--- src/hw/rtl/tli_pkg.sv ---
// Package: shared types and constants of the table linear interpolator.
`timescale 1ns / 1ps
`default_nettype none
package tli_pkg;
   localparam int TableDepthDefault = 64;
   localparam int MaterialsDefault  = 2;
   localparam int CmdDepth          = 2;

   localparam logic [1:0] REQ_WRITE_BP    = 2'd0;
   localparam logic [1:0] REQ_WRITE_VALUE = 2'd1;
   localparam logic [1:0] REQ_QUERY       = 2'd2;
   localparam logic [1:0] REQ_UNUSED      = 2'd3;

   localparam logic [1:0] CSR_TABLE_LENGTH = 2'd0;
   localparam logic [1:0] CSR_WARN_LOW     = 2'd1;
   localparam logic [1:0] CSR_WARN_HIGH    = 2'd2;

   localparam logic [1:0] STATUS_OK      = 2'd0;
   localparam logic [1:0] STATUS_WINDOW  = 2'd1;
   localparam logic [1:0] STATUS_BAD_MAT = 2'd2;

   localparam logic [6:0]  TableLengthReset = 7'd48;
   localparam logic [23:0] WarnLowReset     = 24'd16000;
   localparam logic [23:0] WarnHighReset    = 24'd1552000;

   // One classified query handed from front to back.
   typedef struct packed {
      logic [1:0]  material;
      logic [23:0] energy;
      logic        bad_mat;
      logic [1:0]  status;
   } cmd_type;

   typedef enum logic [3:0] {
      ST_IDLE,
      ST_FIRST,
      ST_LAST,
      ST_SEARCH,
      ST_LOAD,
      ST_DIVIDE,
      ST_VALUES,
      ST_MULT,
      ST_EMIT
   } state_type;
endpackage
`default_nettype wire

--- src/hw/rtl/tli_csr.sv ---
// Configuration registers: table length and warning window.
`timescale 1ns / 1ps
`default_nettype none
module tli_csr (
   input  wire logic        clock,
   input  wire logic        reset,
   input  wire logic        csr_valid,
   output logic             csr_ready,
   input  wire logic [1:0]  csr_index,
   input  wire logic [31:0] csr_data,
   output logic [6:0]       table_length,
   output logic [23:0]      warn_low,
   output logic [23:0]      warn_high
);
   logic [6:0]  len_ff;
   logic [23:0] lo_ff, hi_ff;
   assign csr_ready = 1'b1;
   always_ff @(posedge clock) begin
      if (reset) begin
         len_ff <= tli_pkg::TableLengthReset;
         lo_ff  <= tli_pkg::WarnLowReset;
         hi_ff  <= tli_pkg::WarnHighReset;
      end else if (csr_valid) begin
         unique case (csr_index)
            tli_pkg::CSR_TABLE_LENGTH: len_ff <= csr_data[6:0];
            tli_pkg::CSR_WARN_LOW:     lo_ff  <= csr_data[23:0];
            tli_pkg::CSR_WARN_HIGH:    hi_ff  <= csr_data[23:0];
            default: ;
         endcase
      end
   end
   assign table_length = len_ff;
   assign warn_low = lo_ff;
   assign warn_high = hi_ff;
endmodule
`default_nettype wire

--- config.mk ---
export PLATFORM = sky130hd
export DESIGN_NAME = tli_csr
export DESIGN_NICKNAME = d
export VERILOG_FILES = /design/src/hw/rtl/tli_pkg.sv /design/src/hw/rtl/tli_csr.sv
export SDC_FILE = /design/constraint.sdc
export NUM_CORES = 1
export LEC_CHECK = 0
export ABC_AREA = 1
export BUFFER_PORTS_ARGS = -buffer_cell sky130_fd_sc_hd__buf_2
export CAP_MARGIN = 5
export CORE_MARGIN = 2
export CORE_UTILIZATION = 35
export DETAILED_ROUTE_END_ITERATION = 12
export PLACE_DENSITY = 0.66
export SYNTH_ARGS = -nofsm -noshare
export SYNTH_HDL_FRONTEND = slang
export SYNTH_SLANG_ARGS = --single-unit
--- constraint.sdc ---
create_clock -name clock -period 1.79 [get_ports clock]
set_clock_uncertainty 0.05 [all_clocks]
set_input_delay 0.358 -clock clock [delete_from_list [all_inputs] [get_ports clock]]
set_output_delay 0.358 -clock clock [all_outputs]
set_load 0.02 [all_outputs]
# ---- After elaboration in Yosys (flattened, before gate mapping)
# Index checks and enable logic that the tools add are counted.
dict set report totals {
  reg_bits 55
  in_bits 37
  output_inout_bits 56
}
dict set report classes {
  n_eq_ne 2
  reduce_logical 4
}
# op count
set ops {}
lappend ops {{$reduce_and 2->1} 3}
lappend ops {{$eq 2x1->1 const B} 1}
lappend ops {{$eq 2x2->1 const B} 1}
lappend ops {{$logic_not 2->1} 1}

# ---- Longest topological paths before layout
dict set report logic_depth {
  word_depth 2
  mapped_depth 6
  ltp_nobuf 5
}

# ---- Worst setup path after synthesis
# OpenSTA, ideal clock, no wires.
dict set report synth_timing {
  path_type {input-to-reg}
  from {input csr_valid}
  to {register hi_ff[18] (netlist: warn_high[18])}
  setup_ns 0.130
  t_arrival_ns 0.969
  required_ns 1.610
  slack_ns 0.641
  stages 6
  n_path_buf 3
  cell_sequence {buf_2 > nand3_2 > buf_6 > buf_6 > nand2_1 > nand3_1}
}
dict set report synth_via {
  elab_chain_cells 1
}
# item line_no
set synth_lines {}
lappend synth_lines {{start, declared} tli_csr.sv:7} ;# input wire logic csr_valid,
lappend synth_lines {{$reduce_and 2->1 (no source line)} -}
lappend synth_lines {{end signal, assigned} tli_csr.sv:22} ;# hi_ff <= tli_pkg::WarnHighReset;
lappend synth_lines {{end signal, assigned} tli_csr.sv:27} ;# tli_pkg::CSR_WARN_HIGH: hi_ff <= csr_data[23:0];
lappend synth_lines {{end, declared} tli_csr.sv:16} ;# logic [23:0] lo_ff, hi_ff;
# No other way between the ends.
# A chain may end at the register's enable or synchronous reset.

# ---- Final worst setup path
dict set report layout_timing {
  from {register lo_ff[21] (netlist: warn_low[21])}
  to {output warn_low[21]}
}
# item line_no
set layout_rtl {}
lappend layout_rtl {{start, declared} tli_csr.sv:16}
lappend layout_rtl {{start signal, assigned} tli_csr.sv:21} ;# lo_ff <= tli_pkg::WarnLowReset;
lappend layout_rtl {{start signal, assigned} tli_csr.sv:26} ;# tli_pkg::CSR_WARN_LOW: lo_ff <= csr_data[23:0];
lappend layout_rtl {{end, declared} tli_csr.sv:12} ;# output logic [23:0] warn_low,
# No word-level cell between the ends.

==> impl_metrics.json <==
{
  "status": "completed",
  "core_um2": 6030,
  "drc": 0,
  "tritoncts": "built",
  "crit_chain": "buf_2",
  "nNetsFinal": 439,
  "rsz0062_at_grt": "no",
  "min_period_ps": 1230,
  "grt_usage_pct": 14.5,
  "ys_warn_count": 0,
  "start_kind": "flop",
  "hold_class": "in2reg",
  "clkTransAtPathRegs_ps": 90,
  "syn_area_um2": 2210,
  "firstDrtPassIters": 4,
  "grt_start_max_net_pins": 56,
  "yosysTopAreaCell": "dfxtp_1",
  "setup.worst_path.end_class": "output port",
  "synthDistinctLibCells": 14,
  "finalMaxSlewViolations": 0,
  "peakVddDrop_mv": 0.448,
  "synthesis.instances": 323,
  "first_global_vias": 1945,
  "placed_area_um2": 2660,
  "cap_violations": 0,
  "synth.area.top_cells": "dfxtp_1 (50%), nand2_1 (18%), nor2_1 (12%)",
  "cts_hold_buffers": 0,
  "io_buffer_count": 83,
  "yosysMostFrequentCell": "nand2_1",
  "p_leak_nw": 1.58,
  "setup.worst_path.class": "reg2out",
  "setup_viol": 0,
  "gp_congestion": 0.717,
  "hold_violations": 0,
  "synth.ff_latch_count": 55,
  "grt_antenna_before_repair": 0,
  "synth_top_area_share_pct": 49.8,
  "clk_path_buf_depth": 2,
  "dieWidth_um": 83.5,
  "die_y_um": 83.5,
  "wl_mm": 5.03,
  "first_iter_violations": 78,
  "power.density_nw_per_um2": 861,
  "synth.yosys.seq_area_share_pct": 49.8,
  "fin_setup_tns_ps": 0,
  "avgSynthCellArea_um2": 6.84,
  "ios": 93,
  "ant_nets": 0,
  "crit_fanout": 2,
  "cts_setup_buffers": 0,
  "cts_resized": 0,
  "numCtsBuffers": 5,
  "antennaDiodeCount": 0,
  "cp.arrival_ps": 820,
  "ff_latch_area_um2": 1100,
  "fill_cells": 647,
  "core.rowCount": 28,
  "dieArea_um2": 6970,
  "vias_per_cell": 4.29,
  "synth_edf_count": 0,
  "cp.required_ps": 1380,
  "slowest_stage": "dfxtp_1",
  "final_layout_size_suffix_gt1_share_pct": 25.1,
  "clock_sinks": 55,
  "wire_per_inst_um": 10.5,
  "multi_input_area_um2": 845,
  "syn_to_final_growth_pct": 24.4,
  "clock_latency_ps": 290,
  "syn-num-nets": 360,
  "gr-total-overflow": 0,
  "grt_pass1_wl_mm": 8.47,
  "design_area_um2": 2750,
  "slowest_delay_ps": 350,
  "num_vias": 2045,
  "fin_crit_sh_pct": 68.5,
  "critPathTopFamily": "flip-flops",
  "start_util_pct": 36.7,
  "dp_hpwl_mm": 3.52,
  "clock-root-buffer": "clkbuf_8",
  "yosys_most_used_dff": "dfxtp_1",
  "yosys-top-cells-count": "nand2_1 (106), nor2_1 (71), dfxtp_1 (55)",
  "async_reset_ff_share_pct": 0,
  "cts-htree-levels": 2,
  "path_buf_inv": 1,
  "fin_util_pct": 45.6,
  "max_freq_ghz": 0.815
}
==> state kept, by name (all words and copies together), names as in the netlist <==
register / cells
warn_low: 24
table_length: 7
warn_high: 24
==> final timing paths <==
path	from	endpoint	slack (ps)	cells past startpoint
setup / recovery	warn_low[21]	warn_low[21]	560	1
hold / removal	csr_data[20]	warn_high[20]	220	3
setup reg to reg	warn_low[8]	warn_low[8]	1100	4
hold reg to reg	table_length[4]	table_length[4]	420	2
==> cell usage in the layout, fill, tap and decap left out <==
cell type	instances
nand2_1	106
buf_2	83
nor2_1	71
dfxtp_1	55
inv_1	38
nand3_1	25
clkbuf_8	6
a21oi_1	5
buf_4	5
nand3_2	2
inv_2	2
nor2_2	1
conb_1	1
clkinv_2	1
buf_12	1
==> metrics by stage <==
stage	hold slack [ps]	worst slack [ps]	cells	power (mW)
finish	219	564	477	2.37
floorplan	421	641	323	1.59
detailed placement	401	380	470	1.73
global route	211	508	477	2.50
CTS	204	542	477	2.41
global placement	393	393	470	1.72
==> cells by family (layout without fill, tap and decap cells) <==
kind of cell,after synthesis,after routing,share of synthesized area [%]
and+or+nand+nor,205,205,36.9
buffers and inverters,57,136,12.0
DFF,55,55,49.8
AOI/OAI and AO/OA,5,5,1.13
other,1,1,0.170
==> power breakdown <==
part,switching [mW],total (mW),internal [mW]
clock network,0.372,0.677,0.305
logic,0.244,0.374,0.130
registers,0.0304,1.32,1.29
==> layer usage <==
layer | GRT usage, % | vias to the layer above | routed length [um]
met5 | 0 | - | 0
met4 | 3.37 | 0 | 15
met3 | 4.85 | 2 | 399
met2 | 25.3 | 61 | 2330
met1 | 17.4 | 879 | 2280
li1 | - | 1103 | -
==> cell type report <==
class	instances	share of cell area [%]
inverters	40	5.46
clock inverters	1	0.182
well taps	75	3.41
repair buffers	89	17.2
flip-flops and latches	55	40.0
clock buffers	6	3.00
multi-input cells	211	30.7
(Power assumes the default switching activity.)
