$ cat config.mk
export PLATFORM = sky130hd
export DESIGN_NAME = tli_front
export DESIGN_NICKNAME = d
export VERILOG_FILES = /design/src/hw/rtl/tli_pkg.sv /design/src/hw/rtl/tli_front.sv
export SDC_FILE = /design/constraint.sdc
export NUM_CORES = 1
export LEC_CHECK = 0
export ABC_AREA = 1
export ABC_CLOCK_PERIOD_IN_PS = 2300
export BUFFER_PORTS_ARGS = -buffer_cell sky130_fd_sc_hd__buf_2
export CELL_PAD_IN_SITES_DETAIL_PLACEMENT = 0
export CELL_PAD_IN_SITES_GLOBAL_PLACEMENT = 2
export CORE_AREA = 2 2 137 139
export DETAILED_ROUTE_END_ITERATION = 8
export DIE_AREA = 0 0 139 141
export PLACE_DENSITY_LB_ADDON = 0.25
export SLEW_MARGIN = 20
export SYNTH_ARGS = -nofsm -noshare
export SYNTH_HDL_FRONTEND = slang
export SYNTH_SLANG_ARGS = --single-unit
$ cat constraint.sdc
create_clock -name clock -period 2.3 [get_ports clock]
set_clock_uncertainty 0.1 [all_clocks]
set_input_delay 0.23 -clock clock [delete_from_list [all_inputs] [get_ports clock]]
set_output_delay 0.23 -clock clock [all_outputs]
set_load 0.02 [all_outputs]
$ cat src/hw/rtl/tli_pkg.sv
// Package: shared types and constants of the table linear interpolator.
`timescale 1ns / 1ps
`default_nettype none
package tli_pkg;
   localparam int TableDepthDefault = 64;
   localparam int MaterialsDefault  = 2;
   localparam int CmdDepth          = 2;

   localparam logic [1:0] REQ_WRITE_BP    = 2'd0;
   localparam logic [1:0] REQ_WRITE_VALUE = 2'd1;
   localparam logic [1:0] REQ_QUERY       = 2'd2;
   localparam logic [1:0] REQ_UNUSED      = 2'd3;

   localparam logic [1:0] CSR_TABLE_LENGTH = 2'd0;
   localparam logic [1:0] CSR_WARN_LOW     = 2'd1;
   localparam logic [1:0] CSR_WARN_HIGH    = 2'd2;

   localparam logic [1:0] STATUS_OK      = 2'd0;
   localparam logic [1:0] STATUS_WINDOW  = 2'd1;
   localparam logic [1:0] STATUS_BAD_MAT = 2'd2;

   localparam logic [6:0]  TableLengthReset = 7'd48;
   localparam logic [23:0] WarnLowReset     = 24'd16000;
   localparam logic [23:0] WarnHighReset    = 24'd1552000;

   // One classified query handed from front to back.
   typedef struct packed {
      logic [1:0]  material;
      logic [23:0] energy;
      logic        bad_mat;
      logic [1:0]  status;
   } cmd_type;

   typedef enum logic [3:0] {
      ST_IDLE,
      ST_FIRST,
      ST_LAST,
      ST_SEARCH,
      ST_LOAD,
      ST_DIVIDE,
      ST_VALUES,
      ST_MULT,
      ST_EMIT
   } state_type;
endpackage
`default_nettype wire

$ cat src/hw/rtl/tli_front.sv
// Front: accepts beats, writes tables, classifies queries into a command queue.
`timescale 1ns / 1ps
`default_nettype none
module tli_front #(
   parameter int TABLE_DEPTH = tli_pkg::TableDepthDefault,
   parameter int MATERIALS   = tli_pkg::MaterialsDefault,
   localparam int IW = $clog2(TABLE_DEPTH),
   localparam int VW = $clog2(TABLE_DEPTH * MATERIALS)
) (
   input  wire logic              clock,
   input  wire logic              reset,
   input  wire logic              push,
   output logic                   full,
   input  wire logic [1:0]        req_type,
   input  wire logic [1:0]        req_material,
   input  wire logic [5:0]        req_entry_index,
   input  wire logic [31:0]       req_load_word,
   input  wire logic [23:0]       req_energy,
   input  wire logic [23:0]       warn_low,
   input  wire logic [23:0]       warn_high,
   output logic                   bp_we,
   output logic [IW-1:0]          bp_waddr,
   output logic [23:0]            bp_wdata,
   output logic                   val_we,
   output logic [VW-1:0]          val_waddr,
   output logic [31:0]            val_wdata,
   output logic                   cmd_valid,
   output tli_pkg::cmd_type       cmd_data,
   input  wire logic              cmd_take,
   input  wire logic              back_busy
);
   localparam int QW = $clog2(tli_pkg::CmdDepth);
   tli_pkg::cmd_type q_ff [tli_pkg::CmdDepth];
   logic [QW-1:0] wr_ff, wr_in, rd_ff, rd_in;
   logic [QW:0]   cnt_ff, cnt_in;
   logic          acc, idx_ok, mat_ok, enq, is_load;
   tli_pkg::cmd_type new_cmd;

   // table writes wait until no query is queued or in the back end
   assign is_load = (req_type == tli_pkg::REQ_WRITE_BP) ||
                    (req_type == tli_pkg::REQ_WRITE_VALUE);
   assign full   = (cnt_ff == (QW+1)'(tli_pkg::CmdDepth)) ||
                   (is_load && (cnt_ff != '0 || back_busy));
   assign acc    = push && !full;
   assign idx_ok = ({26'd0, req_entry_index} < TABLE_DEPTH);
   assign mat_ok = (req_material >= 2'd1) && ({30'd0, req_material} <= MATERIALS);

   assign bp_we     = acc && req_type == tli_pkg::REQ_WRITE_BP && idx_ok;
   assign bp_waddr  = IW'(req_entry_index);
   assign bp_wdata  = req_load_word[23:0];
   assign val_we    = acc && req_type == tli_pkg::REQ_WRITE_VALUE && idx_ok && mat_ok;
   assign val_waddr = VW'((32'(req_material) - 32'd1) * TABLE_DEPTH + 32'(req_entry_index));
   assign val_wdata = req_load_word;

   assign enq = acc && req_type == tli_pkg::REQ_QUERY;
   always_comb begin
      new_cmd.material = req_material;
      new_cmd.energy   = req_energy;
      new_cmd.bad_mat  = !mat_ok;
      if (!mat_ok) new_cmd.status = tli_pkg::STATUS_BAD_MAT;
      else if (req_energy < warn_low || req_energy > warn_high)
         new_cmd.status = tli_pkg::STATUS_WINDOW;
      else new_cmd.status = tli_pkg::STATUS_OK;
   end

   assign cmd_valid = (cnt_ff != '0);
   assign cmd_data  = q_ff[rd_ff];
   always_comb begin
      wr_in  = enq ? QW'(wr_ff + 1'b1) : wr_ff;
      rd_in  = cmd_take ? QW'(rd_ff + 1'b1) : rd_ff;
      cnt_in = cnt_ff + (QW+1)'(enq) - (QW+1)'(cmd_take);
   end
   always_ff @(posedge clock) begin
      if (reset) begin
         wr_ff <= '0; rd_ff <= '0; cnt_ff <= '0;
      end else begin
         wr_ff <= wr_in; rd_ff <= rd_in; cnt_ff <= cnt_in;
      end
      if (enq) q_ff[wr_ff] <= new_cmd;
   end

   a_no_overflow: assert property (@(posedge clock) disable iff (reset)
      full |-> !enq) else $error("command queue overflow");
   a_take_valid: assert property (@(posedge clock) disable iff (reset)
      cmd_take |-> cmd_valid) else $error("take from empty command queue");
   a_cnt_bound: assert property (@(posedge clock) disable iff (reset)
      cnt_ff <= (QW+1)'(tli_pkg::CmdDepth)) else $error("queue count out of range");
endmodule
`default_nettype wire

# After elaboration in Yosys (flattened, before gate mapping)
# Memory sizes are Yosys's and may differ from the RTL's. A register that Yosys moved wholly into a read port is not among the register bits.
# Index checks and enable logic that the tools add are counted.
# op_classes
addsub	6
magnitude_cmp	4
n_eq_ne	3
mux	6
n_reduce_logical	15
# ops
operator	count
24-bit > comparator	1
24-bit less-than comparator	1
7-bit adder	1
1-bit logical AND	7
1-bit two-way mux	5
2-bit equality test (second input constant)	2
1-bit logical OR	4
1-bit adder (second input constant)	2
2-bit by 1-bit adder with 2-bit output	1
2-bit by 1-bit equality test with 1-bit output (second input constant)	1
2-bit by 1-bit >= comparator with 1-bit output (second input constant)	1
2-bit <= comparator (second input constant)	1
1-bit zero test	2
2-bit zero test	1
2-bit two-way mux	1
2-bit nonzero test	1
2-bit by 1-bit subtractor with 2-bit output	1
1-bit subtractor (second input constant)	1
# totals
ff_bits	4
ram_bits	58
input_bits	119
output_inout_bits	102
wordCells	38
mem_count	1
# memory_table
memory	words	word_bits	read_ports	rd_clocked_by_memory_dff	wr	line	source
q_ff	2	29	1	1	1	tli_front.sv:33	tli_pkg::cmd_type q_ff [tli_pkg::CmdDepth];

# Logic depth before layout (Yosys ltp)
# Gate-level depths: netlist (run 1).
# depth
word_depth	9
ltp_mapped	13
ltp_nobuf	13

# Worst setup path before layout (run 1)
# Ideal clock, no wire load.
# synth_timing
path_kind	reg-to-reg
from	register cnt_ff[0]
to	memory q_ff[0][0] (netlist name) (enable)
setup_ps	413
t_arrival_ps	2019
t_required_ps	1787
path_slack_ps	-231
path_stages_with_launch	6
n_path_buf	0
period_less_slack_ps	2531
path_cell_list	dfxtp_1 -> nor2_2 -> o22ai_2 -> nor2_2 -> nand3_2 -> nor2_1
# synth_via
elab_chain_len	9
word_cells_on_any_way	10
classes_between	eq/ne (1); mux (2); reduce/logical (7)
# synth_rtl
element	line	source
start: declaration	tli_front.sv:35	logic [QW:0] cnt_ff, cnt_in;
start signal: assignment	tli_front.sv:77	wr_ff <= wr_in; rd_ff <= rd_in; cnt_ff <= cnt_in;
2-bit nonzero test	tli_front.sv:43	(is_load && (cnt_ff != '0 || back_busy));
1-bit logical OR	tli_front.sv:43	
1-bit logical AND	tli_front.sv:43	
1-bit logical OR *	tli_front.sv:42	assign full = (cnt_ff == (QW+1)'(tli_pkg::CmdDepth)) ||
net full	tli_front.sv:13	output logic full,
1-bit zero test *	tli_front.sv:44	assign acc = push && !full;
1-bit logical AND *	tli_front.sv:44	
1-bit logical AND *	tli_front.sv:55	assign enq = acc && req_type == tli_pkg::REQ_QUERY;
1-bit two-way mux *	tli_front.sv:79	if (enq) q_ff[wr_ff] <= new_cmd;
1-bit two-way mux (not written as such) *	tli_front.sv:79	
end: declaration	tli_front.sv:33	
# The timed path passes the listed nets; every way through them passes the cells marked *.

==> impl_metrics.py, run 1 <==
metrics = {
    "drt": {
        "drcViolationCount": 0,
        "drtIter0Drc": 53,
        "via_count": 2731,
        "final_antenna_net_count": 0,
        "post_drt_via_cell_ratio": 3.89,
        "met3_length_um": 626,
        "route.detailed.wl_per_inst_um": 13.4,
        "first_pass_iters": 4,
        "maxUsedRoutingLayer": "met4",
        "routed_length_on_met1_um": 4100,
        "met2_wire_length_um": 4310,
        "drt_wl_total_um": 9380,
    },
    "sta": {
        "report.final.hold_viol_count": 0,
        "drv_slew": 0,
        "period_minus_ws_final_ns": 2.01,
        "setup_viol": 0,
        "rsz0062_at_grt": "false",
        "post-route-period-util": 0.874,
        "total_negative_setup_slack_ns": 0,
        "max_freq_ghz": 0.498,
        "holdWs_ns": 0.0264,
        "tightest_slew_ns": 0.563,
        "timing.slew.headroom": 0.622,
    },
    "critical_path": {
        "r2r_cells": 10,
        "crit_buf_inv": 2,
        "cpPeakStageDelay_ns": 0.59,
        "crit_arrival_ns": 1.68,
        "ff2ff_setup_slack_ns": 0.38,
        "slowest_stage": "dfxtp_2",
        "reg2reg_to": "cnt_ff[1]",
        "worst-setup-path-type": "reg -> out",
        "startpoint_type": "register",
        "cp-end-kind": "primary output",
        "crit_family": "flip-flops",
        "worst-path-max-fanout": 16,
        "worst_ep_required_time_ns": 1.97,
        "crit_chain": "buf_12 > mux2_1 > buf_2",
        "r2r_start": "cnt_ff[0]",
    },
    "power_and_ir_drop": {
        "irDropWorstVdd_uv": 302,
        "power.total_uw": 3130,
        "cellPowerDensity_nw_per_um2": 652,
        "leakage_uw": 0.00229,
    },
    "synthesis": {
        "synth_top_flop_cell": "edfxtp_1",
        "ys_warn_count": 0,
        "synth_edf_count": 56,
        "ys_types": 27,
        "synth_fp_nets": 573,
        "synth-seq-area-share": 0.434,
        "synthesis.area_um2": 4110,
        "syn-mean-instance-area_um2": 10.1,
        "fraction_of_registers_with_async_set_or_reset_after_synthesis": 0,
        "synth_seq_cells": 61,
        "synth_cells": 405,
    },
    "finish": {
        "finalNonFillerCells": 702,
        "utilization": 0.263,
        "syn2layout_area_growth_pct": 16.9,
        "final_layout_size_suffix_gt1_frac": 0.312,
        "antennaDiodeCount": 0,
        "number_of_nets_in_the_final_layout": 631,
        "layout_common_cells": "buf_2, inv_1, nand2_1",
        "mostFrequentLayoutCell": "buf_2",
    },
    "die": {
        "io_pins": 221,
        "chipHeight_um": 141,
        "core_um2": 18300,
        "start_util": 0.225,
        "die_w_um": 139,
        "core.rowCount": 50,
        "floorplan.die_area_um2": 19600,
    },
    "global_route": {
        "grt_use_total": 0.0991,
        "grt_pass1_wl_um": 14800,
        "antenna_found_initial": 0,
        "number_of_global_route_vias_before_repair": 2869,
        "pin_count_of_the_biggest_net_entering_global_routing": 26,
        "grt.overflow.total": 0,
    },
    "clock_tree": {
        "clock_sink_count": 61,
        "cts.reportedPaths.clkPinSlew_ns": 0.05,
        "root_buffer": "clkbuf_16",
        "ctsHtreeMaxLevel": 3,
        "tritoncts.num_buffers": 9,
        "clock_path_buffers": 2,
        "clkLatencyLatePin_ns": 0.33,
        "cts_tree": "done",
    },
    "run_status": {
        "outcome": "finished clean",
    },
    "worst_hold_path": {
        "count_of_cells_along_the_worst_hold_path": 1,
        "hold_end": "q_ff[0][3]",
        "type_of_the_most_critical_hold_path": "in -> reg",
        "min_from": "req_energy[0]",
    },
    "place": {
        "numPlacedInstances": 685,
        "place_hpwl_um": 7400,
        "quantity_of_i_o_buffers_inserted_on_ports": 114,
        "place_congestion": 0.699,
    },
    "run": {
        "cap_violations": 0,
    },
}
-- cell usage after synthesis (all sizes together) (2+ instances only) --
cell type / instances / area, um2
xnor2: 3 / 26.3
o21ai: 2 / 10.0
edfxtp: 56 / 1680
a21o: 3 / 22.5
nand2: 61 / 229
ha: 49 / 613
inv: 70 / 263
a21oi: 19 / 98.9
mux2: 28 / 315
dfxtp: 5 / 100
buf: 72 / 546
nor2: 23 / 101
o21a: 2 / 15.0
nor3b: 2 / 20.0
nand4: 3 / 18.8
nand3: 4 / 25.0
-- cell families after synthesis --
group / share of synthesized area
flip-flops: 0.434
AND/OR/NAND/NOR: 0.0987
AO/OA/AOI/OAI: 0.0387
XOR/XNOR: 0.00640
multiplexers: 0.0767
adder cells (fa/ha/maj): 0.149
buffers and inverters: 0.197
-- metrics by stage --
step / cell area (um2) / setup slack [ns]
2_1_floorplan: 4110 / 0.191
5_1_grt: 4800 / 0.172
3_3_place_gp: 4500 / 0.361
4_1_cts: 4800 / 0.212
3_5_place_dp: 4500 / 0.317
6_report: 4800 / 0.290
-- where the power goes --
part / internal, uW / switching, uW
Clock: 898 / 451
Sequential: 1240 / 19.8
Combinational: 222 / 298
-- area by class of cell --
type	count	area, um2
inverters	70	263
multi-input cells	202	1530
fillers	1988	13500
clock buffers	15	268
flip-flops and latches	61	1780
repair buffers	119	636
well taps	234	293
clock inverters	1	30.0
-- what timing repair did --
action,CTS,global route
resized for setup,0,0
hold buffers,1,0
buffers inserted,0,0
endpoints found under the hold margin,2,0
-- how the worst max path moves through the flow --
stage / from / endpoint / slack [ns] / cells after the start
5_1_grt: register / cmd_data[12] / 0.17 / 3
3_3_place_gp: req_energy[23] / q_ff[0][0] / 0.36 / 9
4_1_cts: register / cmd_data[13] / 0.21 / 3
6_report: register / cmd_data[15] / 0.29 / 3
2_1_floorplan: cnt_ff[0] / q_ff[1][0] / 0.19 / 5
3_5_place_dp: req_energy[23] / q_ff[0][0] / 0.32 / 9
-- worst register-to-register path, delay by kind of cell (launching register included) --
kind	cells	cell delay [ns]
and+or+nand+nor	5	0.60
adders and majority gates	2	0.48
AOI/OAI and AO/OA	1	0.08
buffers and inverters	1	0.03
DFF	1	0.34
xor gates and xnor gates	1	0.18
-- registers in the layout (all words and copies together) (netlist names), named ones only --
signal,count
q_ff,56
cnt_ff,2
rd_ff,1
wr_ff,1
-- per-layer routing --
metal,up-vias,GRT usage
li1,1376,-
met1,1228,0.116
met2,77,0.160
met3,50,0.0326
met4,0,0.0564
met5,-,0
Note: power is estimated with default switching activity, not from simulation.
==> run 2, diff against run 1 <==
Settings changed: SETUP_SLACK_MARGIN from default to 0.5.
==> impl_metrics.py, run 2 (same netlist as run 1, synthesis figures left out) <==
metrics = {
    "run_status": {
        "outcome": "finished clean",
    },
    "die": {
        "chipHeight_um": 141,
        "start_util": 0.225,
        "core.rowCount": 50,
        "die_w_um": 139,
        "floorplan.die_area_um2": 19600,
        "io_pins": 221,
        "core_um2": 18300,
    },
    "finish": {
        "top_register": "q_ff",
        "syn2layout_area_growth_pct": 24.2,
        "finalNonFillerCells": 708,
        "antennaDiodeCount": 0,
        "mostFrequentLayoutCell": "buf_2",
        "largest_register_ffs": 56,
        "final_layout_size_suffix_gt1_frac": 0.386,
        "finish.instance_area_um2": 5100,
        "reg.largest.list": "q_ff (56), cnt_ff (2)",
        "num-fill-cells": 1959,
        "layout_common_cells": "buf_2, inv_1, nand2_1",
        "number_of_nets_in_the_final_layout": 637,
    },
    "sta": {
        "report.final.hold_viol_count": 0,
        "total_negative_setup_slack_ns": 0,
        "tightest_slew_ns": 0.659,
        "setup_viol": 0,
        "max_freq_ghz": 0.559,
        "rsz0062_at_grt": "true",
        "timing.slew.headroom": 0.558,
        "drv_slew": 0,
        "post-route-period-util": 0.778,
        "period_minus_ws_final_ns": 1.79,
        "fin_ws_ns": 0.510,
    },
    "power_and_ir_drop": {
        "seq_power_share": 0.386,
        "irDropWorstVdd_uv": 305,
        "clock_power_share": 0.418,
        "internal_power_uw": 2380,
        "cellPowerDensity_nw_per_um2": 639,
        "power.switching_uw": 879,
        "leakage_uw": 0.00244,
        "share_of_total_power_consumed_by_net_switching": 0.270,
        "power.share.combinational": 0.196,
    },
    "critical_path": {
        "worst-path-max-fanout": 3,
        "crit_arrival_ns": 1.92,
        "crit_path_end": "cnt_ff[1]",
        "r2r_cells": 10,
        "cpPeakStageDelay_ns": 0.36,
        "crit_chain": "nor2_4 > o22ai_4 > nor2_4 > nand3_4 > ha_4 > inv_2 > ha_4 > xnor2_2 > nand2_1 > nor3b_2",
        "critical_path_depth": 10,
        "startpoint_type": "register",
        "reg2reg_to": "cnt_ff[1]",
        "crit_buf_inv": 1,
        "r2r_start": "cnt_ff[0]",
        "crit_family": "simple AND/OR/NAND/NOR gates",
        "worst-setup-path-type": "reg -> reg",
        "critPathLaunch": "cnt_ff[0]",
        "ff2ff_setup_slack_ns": 0.51,
        "cp-end-kind": "register",
        "slowest_stage": "dfxtp_4",
        "worst_ep_required_time_ns": 2.43,
    },
    "place": {
        "numPlacedInstances": 684,
        "placed_area_um2": 4530,
        "place_congestion": 0.746,
        "pre_cts_slack_ns": 0.335,
        "quantity_of_i_o_buffers_inserted_on_ports": 114,
        "place_hpwl_um": 7820,
    },
    "global_route": {
        "number_of_global_route_vias_before_repair": 2878,
        "grt.overflow.total": 0,
        "pin_count_of_the_biggest_net_entering_global_routing": 30,
        "grt_use_total": 0.106,
        "grt_pass1_wl_um": 15600,
        "antenna_found_initial": 0,
    },
    "drt": {
        "via_count": 2844,
        "drcViolationCount": 0,
        "drtIter0Drc": 83,
        "first_pass_iters": 4,
        "route.detailed.wl_per_inst_um": 15.4,
        "final_antenna_net_count": 0,
        "drt_wl_total_um": 10900,
        "post_drt_via_cell_ratio": 4.02,
    },
    "clock_tree": {
        "ctsHtreeMaxLevel": 3,
        "tritoncts.num_buffers": 9,
        "clock_sink_count": 61,
        "clock_path_buffers": 2,
        "root_buffer": "clkbuf_16",
        "cts_tree": "done",
        "cts.reportedPaths.clkPinSlew_ns": 0.06,
        "clkLatencyLatePin_ns": 0.33,
    },
    "run": {
        "cap_violations": 0,
    },
    "worst_hold_path": {
        "type_of_the_most_critical_hold_path": "in -> reg",
    },
}
## run 2: changes by cell type in the layout (fill, tap and decap cells not counted), moves of 3 or more
| cell | delta |
|---|---|
| mux2_4 | +20 |
| buf_4 | +17 |
| buf_2 | -17 |
| clkbuf_1 | -3 |
| mux2_1 | -21 |
## run 2: worst min-delay path by stage
stage,end,cells after the start,startpoint
5_1_grt,q_ff[1][18],1,req_energy[15]
6_report,q_ff[1][18],1,req_energy[15]
4_1_cts,q_ff[1][18],1,req_energy[15]
2_1_floorplan,cnt_ff[0],1,reset
3_5_place_dp,q_ff[1][28],1,req_material[1]
3_3_place_gp,q_ff[0][28],1,req_material[1]
## run 2: cell type report
cell class                      instances  area [um2]  area share
Clock buffer                           10         229      0.0449
Timing Repair Buffer                  125         787       0.154
Multi-Input combinational cell        202        1680       0.329
Clock inverter                          6        63.8      0.0125
Tap cell                              234         293      0.0574
Sequential cell                        61        1790       0.351
Inverter                               70         263      0.0515
## run 2: what timing repair did
item / 4_1_cts / 5_1_grt
hold endpoints to repair: 4 / 0
cloned: 0 / 3
setup buffers: 1 / 2
resized for setup: 3 / 46
pin swaps: 2 / 7
setup endpoints to repair: 8 / 28
hold buffers: 2 / 0
## run 2: routing by layer
layer / part of all wire / global-route usage
met2: 0.48 / 0.176
met3: 0.058 / 0.0323
met5: 0 / 0
met4: 0.050 / 0.0686
met1: 0.41 / 0.120
## run 2: power groups by stage
stage               logic [uW]  registers [uW]  clock network (uW)
floorplan                  511            1270                   0
global placement           557            1280                   0
detailed placement         560            1280                   0
CTS                        572            1250                1420
global route               719            1260                1470
finish                     639            1260                1360
## run 2: per-stage QoR
| stage | utilization | power, uW | hold slack (ns) |
|---|---|---|---|
| after floorplan | - | 1790 | 0.192 |
| after global placement | 0.248 | 1830 | 0.343 |
| after detailed placement | 0.248 | 1840 | 0.353 |
| after CTS | 0.266 | 3250 | 0.00638 |
| after global routing | 0.279 | 3460 | 0.0178 |
| final | 0.279 | 3260 | 0.0259 |
